File: config.mk
export PLATFORM = sky130hd
export DESIGN_NAME = multi_button_debouncer_top
export DESIGN_NICKNAME = d
export VERILOG_FILES = /design/src/rtl/mbd_pkg.sv /design/src/rtl/mbd_cell.sv /design/src/rtl/multi_button_debouncer_top.sv
export SDC_FILE = /design/constraint.sdc
export NUM_CORES = 1
export LEC_CHECK = 0
export ABC_AREA = 1
export CAP_MARGIN = 20
export CORE_MARGIN = 8
export CORE_UTILIZATION = 54
export CTS_CLUSTER_DIAMETER = 100
export CTS_CLUSTER_SIZE = 40
export DETAILED_ROUTE_END_ITERATION = 8
export DONT_BUFFER_PORTS = 1
export PLACE_DENSITY = 0.7
export SLEW_MARGIN = 20
export SYNTH_ARGS = -nofsm -noshare
export SYNTH_HDL_FRONTEND = slang
export SYNTH_SLANG_ARGS = --single-unit
File: constraint.sdc
create_clock -name clk_i -period 4 [get_ports clk_i]
set_clock_uncertainty 0.1 [all_clocks]
set_input_delay 0.4 -clock clk_i [delete_from_list [all_inputs] [get_ports clk_i]]
set_output_delay 0.4 -clock clk_i [all_outputs]
set_load 0.01 [all_outputs]
File: src/rtl/mbd_pkg.sv
`timescale 1ns / 1ps
// mbd_pkg: shared types and constants of the multi-button debouncer.
// No dependencies; imported by mbd_cell and multi_button_debouncer_top.
package mbd_pkg;

  localparam int unsigned IDX_W       = 3;   // report_index / button_index width
  localparam int unsigned CNT_W       = 8;   // tick counter and timeout width
  localparam int unsigned CFG_W       = 8;   // widest config register
  localparam int unsigned CFG_ADDR_W  = 1;   // two registers
  localparam int unsigned MAX_EN_BTN  = 8;   // buttons reachable by enable_mask
  localparam int unsigned S_DATA_W    = 16;  // button_index + pin_levels, byte padded
  localparam int unsigned M_DATA_W    = 8;   // report_index + pressed, byte padded

  localparam logic [CNT_W-1:0] TIMEOUT_RST = 8'd5;

  // register indexes
  localparam logic [CFG_ADDR_W-1:0] REG_ENABLE_MASK   = 1'b0;
  localparam logic [CFG_ADDR_W-1:0] REG_TIMEOUT_TICKS = 1'b1;

  // request kinds (tuser)
  localparam logic REQ_EDGE = 1'b0;
  localparam logic REQ_TICK = 1'b1;

  // last reported state codes
  typedef enum logic [1:0] {
    LR_NONE     = 2'd0,
    LR_PRESSED  = 2'd1,
    LR_RELEASED = 2'd2
  } last_rep_e;

  // number of reports a cell still owes after a tick
  typedef enum logic [1:0] {
    PEND_NONE = 2'd0,
    PEND_ONE  = 2'd1,
    PEND_TWO  = 2'd2
  } pend_e;

  typedef enum logic {
    ST_IDLE  = 1'b0,
    ST_SWEEP = 1'b1
  } state_e;

  // per-cell controls driven by the top level
  typedef struct packed {
    logic             edge_hit;  // edge item addressed to this button
    logic             tick;      // tick item accepted
    logic             en;        // button registered
    logic             pin;       // pin level on this tick
    logic             take;      // head report consumed this cycle
    logic [CNT_W-1:0] timeout;
  } cell_ctrl_t;

  // per-cell status toward the top level and neighbor
  typedef struct packed {
    logic tok;       // cell holds the sweep token
    logic pass;      // token leaves this cell this cycle
    logic pend_nz;   // reports outstanding
    logic pend_one;  // exactly one report outstanding
    logic pressed;   // value of the next report
  } cell_stat_t;

endpackage

File: src/rtl/mbd_cell.sv
`timescale 1ns / 1ps
// mbd_cell: state of one button (armed, tick count, last report, pending reports)
// plus its slot of the report token chain. Depends on mbd_pkg.
module mbd_cell
  import mbd_pkg::*;
(
  input  logic       clk_i,
  input  logic       rst_ni,
  input  cell_ctrl_t ctrl_i,
  input  logic       tok_i,   // token handed over from the lower neighbor
  output cell_stat_t stat_o
);

  logic             armed_q, armed_d;
  logic [CNT_W-1:0] cnt_q, cnt_d;
  last_rep_e        lr_q, lr_d;
  pend_e            pend_q, pend_d;
  logic             pr_q, pr_d;
  logic             tok_q, tok_d;

  logic [CNT_W-1:0] cnt_inc;
  logic             counting;
  logic             fire;
  last_rep_e        st;
  logic             pass;

  // 8-bit wrap makes a zero timeout behave as 256
  assign cnt_inc  = cnt_q + 1'b1;
  assign counting = ctrl_i.tick && armed_q && ctrl_i.en;
  assign fire     = counting && (cnt_inc == ctrl_i.timeout);
  assign st       = ctrl_i.pin ? LR_PRESSED : LR_RELEASED;
  assign pass     = tok_q && (pend_q == PEND_NONE);

  always_comb begin
    armed_d = armed_q;
    cnt_d   = cnt_q;
    lr_d    = lr_q;
    pend_d  = pend_q;
    pr_d    = pr_q;
    if (ctrl_i.edge_hit && ctrl_i.en) begin
      armed_d = 1'b1;
      cnt_d   = '0;
    end else if (fire) begin
      armed_d = 1'b0;
      cnt_d   = '0;
      lr_d    = st;
      pr_d    = ctrl_i.pin;
      // same state again: a pair of edges was missed
      pend_d  = (lr_q == st) ? PEND_TWO : PEND_ONE;
    end else if (counting) begin
      cnt_d = cnt_inc;
    end else if (ctrl_i.take) begin
      pend_d = (pend_q == PEND_TWO) ? PEND_ONE : PEND_NONE;
    end
  end

  always_comb begin
    if (tok_i) begin
      tok_d = 1'b1;
    end else if (pass) begin
      tok_d = 1'b0;
    end else begin
      tok_d = tok_q;
    end
  end

  always_ff @(posedge clk_i or negedge rst_ni) begin
    if (!rst_ni) begin
      armed_q <= 1'b0;
      cnt_q   <= '0;
      lr_q    <= LR_NONE;
      pend_q  <= PEND_NONE;
      tok_q   <= 1'b0;
    end else begin
      armed_q <= armed_d;
      cnt_q   <= cnt_d;
      lr_q    <= lr_d;
      pend_q  <= pend_d;
      tok_q   <= tok_d;
    end
  end

  always_ff @(posedge clk_i) begin
    pr_q <= pr_d;
  end

  assign stat_o.tok      = tok_q;
  assign stat_o.pass     = pass;
  assign stat_o.pend_nz  = (pend_q != PEND_NONE);
  assign stat_o.pend_one = (pend_q == PEND_ONE);
  // opposite state goes out first when two reports are owed
  assign stat_o.pressed  = pr_q ^ (pend_q == PEND_TWO);

endmodule

File: src/rtl/multi_button_debouncer_top.sv
`timescale 1ns / 1ps
// multi_button_debouncer_top: row of mbd_cell instances, sweep control and
// output register. Depends on mbd_pkg and mbd_cell.
//
//  channel  | dir | handshake            | payload
//  ---------+-----+----------------------+-----------------------------------------
//  s_axis   | in  | s_axis_tvalid/tready | tuser: req_type; tdata: index, pin_levels
//  m_axis   | out | m_axis_tvalid/tready | tdata: report_index, pressed; tlast: last
//  cfg      | in  | cfg_we_i             | cfg_addr_i, cfg_wdata_i
//
// Edge items leave the input ready. A tick item updates every cell in the cycle
// it is accepted, then a token walks the cell row one cell per cycle and stops at
// a cell for each report it owes, and for as long as m_axis stalls.
// Reset clears all button state and loads enable_mask = 0, timeout_ticks = 5.
// Input is taken only between sweeps; a finished report may still wait in the
// output register while the next item is accepted.
module multi_button_debouncer_top
  import mbd_pkg::*;
#(
  parameter int unsigned NUM_BUTTONS = 8  // 1..32
) (
  input  logic                  clk_i,
  input  logic                  rst_ni,
  // input stream
  input  logic                  s_axis_tvalid,
  output logic                  s_axis_tready,
  input  logic [S_DATA_W-1:0]   s_axis_tdata,   // [2:0] button_index, [10:3] pin_levels
  input  logic                  s_axis_tuser,   // [0] req_type
  // report stream
  output logic                  m_axis_tvalid,
  input  logic                  m_axis_tready,
  output logic [M_DATA_W-1:0]   m_axis_tdata,   // [2:0] report_index, [3] pressed
  output logic                  m_axis_tlast,   // last
  // configuration
  input  logic                  cfg_we_i,
  input  logic [CFG_ADDR_W-1:0] cfg_addr_i,
  input  logic [CFG_W-1:0]      cfg_wdata_i
);

  // ---------------- configuration registers
  logic [CFG_W-1:0] enable_q;
  logic [CNT_W-1:0] timeout_q;

  always_ff @(posedge clk_i or negedge rst_ni) begin
    if (!rst_ni) begin
      enable_q  <= '0;
      timeout_q <= TIMEOUT_RST;
    end else if (cfg_we_i) begin
      case (cfg_addr_i)
        REG_ENABLE_MASK:   enable_q  <= cfg_wdata_i;
        REG_TIMEOUT_TICKS: timeout_q <= cfg_wdata_i;
        default: ;
      endcase
    end
  end

  // ---------------- input decode
  logic                  in_acc;
  logic                  tick_acc;
  logic                  edge_acc;
  logic [IDX_W-1:0]      in_idx;
  logic [MAX_EN_BTN-1:0] in_pins;

  assign in_acc   = s_axis_tvalid && s_axis_tready;
  assign tick_acc = in_acc && (s_axis_tuser == REQ_TICK);
  assign edge_acc = in_acc && (s_axis_tuser == REQ_EDGE);
  assign in_idx   = s_axis_tdata[IDX_W-1:0];
  assign in_pins  = s_axis_tdata[IDX_W +: MAX_EN_BTN];

  // ---------------- sweep control
  state_e state_q, state_d;
  logic   load;      // head report moves into the output register
  logic   head_take; // token cell has a report to hand out
  logic   sweep_done;

  cell_ctrl_t ctrl [NUM_BUTTONS];
  cell_stat_t stat [NUM_BUTTONS];
  logic [NUM_BUTTONS-1:0] tok_vec, pend_vec, one_vec, pr_vec;

  always_comb begin
    state_d = state_q;
    case (state_q)
      ST_IDLE:  if (tick_acc)   state_d = ST_SWEEP;
      ST_SWEEP: if (sweep_done) state_d = ST_IDLE;
      default:  state_d = ST_IDLE;
    endcase
  end

  always_comb begin
    s_axis_tready = 1'b0;
    head_take     = 1'b0;
    case (state_q)
      ST_IDLE:  s_axis_tready = 1'b1;
      ST_SWEEP: head_take     = |(tok_vec & pend_vec);
      default: ;
    endcase
  end

  always_ff @(posedge clk_i or negedge rst_ni) begin
    if (!rst_ni) begin
      state_q <= ST_IDLE;
    end else begin
      state_q <= state_d;
    end
  end

  assign load       = head_take && (!m_axis_tvalid || m_axis_tready);
  assign sweep_done = stat[NUM_BUTTONS-1].pass;

  // ---------------- cell row
  for (genvar g = 0; g < NUM_BUTTONS; g++) begin : g_cell
    localparam logic REACH = (g < MAX_EN_BTN);
    logic tok_in;

    if (g == 0) begin : g_head
      assign tok_in = tick_acc;
    end else begin : g_link
      assign tok_in = stat[g-1].pass;
    end

    if (REACH) begin : g_reach
      assign ctrl[g].edge_hit = edge_acc && (in_idx == IDX_W'(g));
      assign ctrl[g].en       = enable_q[g];
      assign ctrl[g].pin      = in_pins[g];
    end else begin : g_unreach
      // buttons past the mask width can never be registered
      assign ctrl[g].edge_hit = 1'b0;
      assign ctrl[g].en       = 1'b0;
      assign ctrl[g].pin      = 1'b0;
    end
    assign ctrl[g].tick    = tick_acc;
    assign ctrl[g].take    = load && stat[g].tok;
    assign ctrl[g].timeout = timeout_q;

    mbd_cell u_cell (
      .clk_i  (clk_i),
      .rst_ni (rst_ni),
      .ctrl_i (ctrl[g]),
      .tok_i  (tok_in),
      .stat_o (stat[g])
    );

    assign tok_vec[g]  = stat[g].tok;
    assign pend_vec[g] = stat[g].pend_nz;
    assign one_vec[g]  = stat[g].pend_one;
    assign pr_vec[g]   = stat[g].pressed;
  end

  // ---------------- head report select (token is one-hot during a sweep)
  logic [IDX_W-1:0] head_idx;
  logic             head_pr;
  logic             head_last;

  always_comb begin
    head_idx = '0;
    for (int i = 0; i < NUM_BUTTONS; i++) begin
      if (tok_vec[i]) head_idx = head_idx | IDX_W'(i);
    end
  end

  assign head_pr   = |(tok_vec & pr_vec);
  // cells below the token are drained, so any other pending cell lies above it
  assign head_last = |(tok_vec & one_vec) && !(|(pend_vec & ~tok_vec));

  // ---------------- output register
  logic             m_valid_q;
  logic [IDX_W-1:0] m_idx_q;
  logic             m_pr_q;
  logic             m_last_q;

  always_ff @(posedge clk_i or negedge rst_ni) begin
    if (!rst_ni) begin
      m_valid_q <= 1'b0;
    end else if (load) begin
      m_valid_q <= 1'b1;
    end else if (m_axis_tready) begin
      m_valid_q <= 1'b0;
    end
  end

  always_ff @(posedge clk_i) begin
    if (load) begin
      m_idx_q  <= head_idx;
      m_pr_q   <= head_pr;
      m_last_q <= head_last;
    end
  end

  assign m_axis_tvalid = m_valid_q;
  assign m_axis_tdata  = {{(M_DATA_W-IDX_W-1){1'b0}}, m_pr_q, m_idx_q};
  assign m_axis_tlast  = m_last_q;

  // ---------------- assertions
  a_tok_onehot: assert property (@(posedge clk_i) disable iff (!rst_ni)
    $onehot0(tok_vec))
    else $error("more than one cell holds the sweep token");

  a_idle_drained: assert property (@(posedge clk_i) disable iff (!rst_ni)
    s_axis_tready |-> (pend_vec == '0) && (tok_vec == '0))
    else $error("input ready while reports are outstanding");

  a_tick_starts: assert property (@(posedge clk_i) disable iff (!rst_ni)
    tick_acc |=> tok_vec[0] && (state_q == ST_SWEEP))
    else $error("tick did not start a sweep at the first cell");

  a_load_head: assert property (@(posedge clk_i) disable iff (!rst_ni)
    load |-> (state_q == ST_SWEEP) && $onehot(tok_vec))
    else $error("report loaded without a unique token holder");

endmodule

==> results.cfg <==
[status]
status = completed

[clock_network]
cts_root_buf = clkbuf_16
clk_pin_slew_ns = 0.06
cts_buffer_depth = 2
cts_tree = done
htreeDepth = 4
numCtsBuffers = 17
cts.sinks = 143
clk_latency_ns = 0.43

[power_and_ir_drop]
comb_power_share = 0.192
p_leak_nw = 4.64
ir_drop_v = 0.000331
p_int_mw = 2.78
power_mw = 4.16
p_switching_mw = 1.38
pwr-share-seq = 0.439
p_per_area_nw_per_um2 = 434
switching_share = 0.332
pwr-share-clk = 0.369

[yosys]
yosysSeqAreaShare = 0.417
async_flop_share = 0.909
synth_top_area_cell = dfrtp_1
synth.area.top_cells = dfrtp_1, nand2_1, nand3_1
synth.distinct_cells = 38
avgSynthCellArea_um2 = 6.90
synth_edf_count = 13
yosysTopAreaCellShare = 0.367
synthesis.area_um2 = 8730
syn_inst = 1266
ys_ff_latch = 143
synth_ff_type = dfrtp_1
ys_warn_count = 0

[floorplan]
die-area_um2 = 20500
die_w_um = 143
start_util = 0.552
design.core.area_um2 = 15800
ios = 42
rows = 46
die_h_um = 143

[finish]
layout-drive-gt1-share = 0.0519
instances_no_fill = 1508
nets = 1318
finish.utilization = 0.606
postLayoutCellArea_um2 = 9590
final_cell_mix = nand2_1, nand3_1, inv_1
area_growth_pct = 9.74
layout_commonest_cell = nand2_1
num_antenna_cells = 0

[place]
io_buffers = 0
post-dp-hpwl_um = 16100
placedCellCount = 1466
dpl_worst_slack_ns = 1.13
gp_congestion = 0.935
post_dp_cell_area_um2 = 8900

[sta]
slew_headroom = 0.506
drv_slew = 0
rsz0062_at_grt = false
worstMarginPinSlew_ns = 0.739
setup_tns_ns = 0
fmax_ghz = 0.351
min_period_over_period = 0.712
fin_hold_ws_ns = 0.0315
hold_viol_final = 0
min_period_ns = 2.85
setup_viol = 0
finalWorstSetupSlack_ns = 1.15

[hold_path]
worstHoldStart = s_axis_tdata[9]
min_path_type = in2reg

[detailed_routing]
drc = 0
drtIter0Drc = 563
post_drt_via_cell_ratio = 5.58
wl_met2_um = 10800
drtAntennaViolNets = 0
firstDrtPassIters = 6
top_layer = met4
wl_met3_um = 1470
detail_route.wl_per_cell_um = 15.6
route.layer.met1.wl_um = 10500
drt-total-wl_um = 23600
vias = 8420

[setup_path]
endpoint_kind = flip-flop
crit_start = timeout_q[1]$_DFFE_PN0P_
critPathKind = reg2reg
r2r-start = timeout_q[1]$_DFFE_PN0P_
cp_data_required_time_ns = 4.20
cp_max_fo = 11
start_kind = flip-flop
crit_arrival_ns = 3.05

[grt]
grt_pass1_vias = 7635
antenna_found_initial = 0
grt_max_degree = 131
grt_usage = 0.241
grt_pass1_wl_um = 38500
grt.overflow.total = 0

[run]
drv_cap = 0
## cells by family (layout without fill, tap and decap cells)
| group | Yosys count | in the layout | share of synthesized area |
|---|---|---|---|
| AO/OA/AOI/OAI | 144 | 144 | 0.0875 |
| XOR/XNOR | 8 | 8 | 0.00802 |
| adder cells (fa/ha/maj) | 8 | 8 | 0.0115 |
| buffers and inverters | 173 | 196 | 0.0815 |
| flip-flops | 143 | 143 | 0.417 |
| other | 1 | 4 | 0.000429 |
| AND/OR/NAND/NOR | 789 | 789 | 0.394 |
## cell usage after synthesis, types with 6 or more instances
library cell and count:
a21oi_1 77, clkbuf_1 9, clkinv_1 8, dfrtp_1 128
edfxtp_1 13, ha_1 8, inv_1 140, nand2_1 409
nand3_1 161, nand3_2 7, nand4_1 41, nor2_1 139
nor2_2 8, nor2_4 7, nor3_1 10, o21ai_0 36
o21ai_1 12, o21bai_1 6, o22ai_1 6, xor2_1 7
## final cells by class
class                   count  area, um^2
fillers                  1504        6240
multi-input cells         953        4390
flip-flops and latches    143        3650
inverters                 149         559
clock buffers              20         457
well taps                 216         270
repair buffers             15         155
clock inverters            12         110
## worst max-delay path, cell delays in order (launching register included)
cell     delay, ns
dfrtp_1       0.68
inv_1         0.38
nand2_1       0.13
nand2_1       0.06
nor2_1        0.08
nand2_1       0.05
nor2_1        0.10
nand3_1       0.08
nor2_1        0.15
nand3_1       0.41
nand2_1       0.43
a21oi_1       0.08
## path summary, 6_finish.rpt
kind	to	slack, ns	depth (start not counted)
min in group asynchronous	g_cell[7].u_cell.cnt_q[3]$_DFFE_PN0P_	0.47	2
setup / recovery	g_cell[7].u_cell.cnt_q[7]$_DFFE_PN0P_	1.15	11
setup reg to reg	g_cell[7].u_cell.cnt_q[7]$_DFFE_PN0P_	1.15	11
max in group asynchronous	g_cell[4].u_cell.tok_q$_DFFE_PN0P_	2.80	2
hold / removal	g_cell[6].u_cell.lr_q[0]$_DFFE_PN0P_	0.03	2
hold reg to reg	g_cell[6].u_cell.armed_q$_DFFE_PN0P_	0.37	2
## sequential cells by signal, indices dropped and copies added (netlist names)
signal,flops
enable_q,8
g_cell.u_cell.pr_q,8
m_axis_tvalid,1
g_cell.u_cell.armed_q,8
g_cell.u_cell.cnt_q,64
state_q,1
m_pr_q,1
g_cell.u_cell.lr_q,16
m_idx_q,3
timeout_q,8
m_axis_tlast,1
g_cell.u_cell.pend_q,16
g_cell.u_cell.tok_q,8
## metal layers
metal	GRT usage	vias up
met2	0.377	279
met5	0	-
met1	0.316	3927
li1	-	4161
met4	0.106	0
met3	0.0514	53
## power groups by stage
stage	clock network (mW)	logic (mW)	registers, mW
6_report	1.54	0.799	1.83
5_1_grt	1.62	0.913	1.85
4_1_cts	1.55	0.797	1.82
3_5_place_dp	0	0.753	1.84
3_3_place_gp	0	0.732	1.84
2_1_floorplan	0	0.605	1.77
## timing repair
| action | 4_1_cts | 5_1_grt |
|---|---|---|
| gates resized for setup | 0 | 0 |
| hold buffers | 10 | 0 |
| endpoints found under the setup margin | 0 | 0 |
| hold endpoints to repair | 145 | 0 |
| buffers inserted | 0 | 0 |
Power figures use the tool's default switching activity.
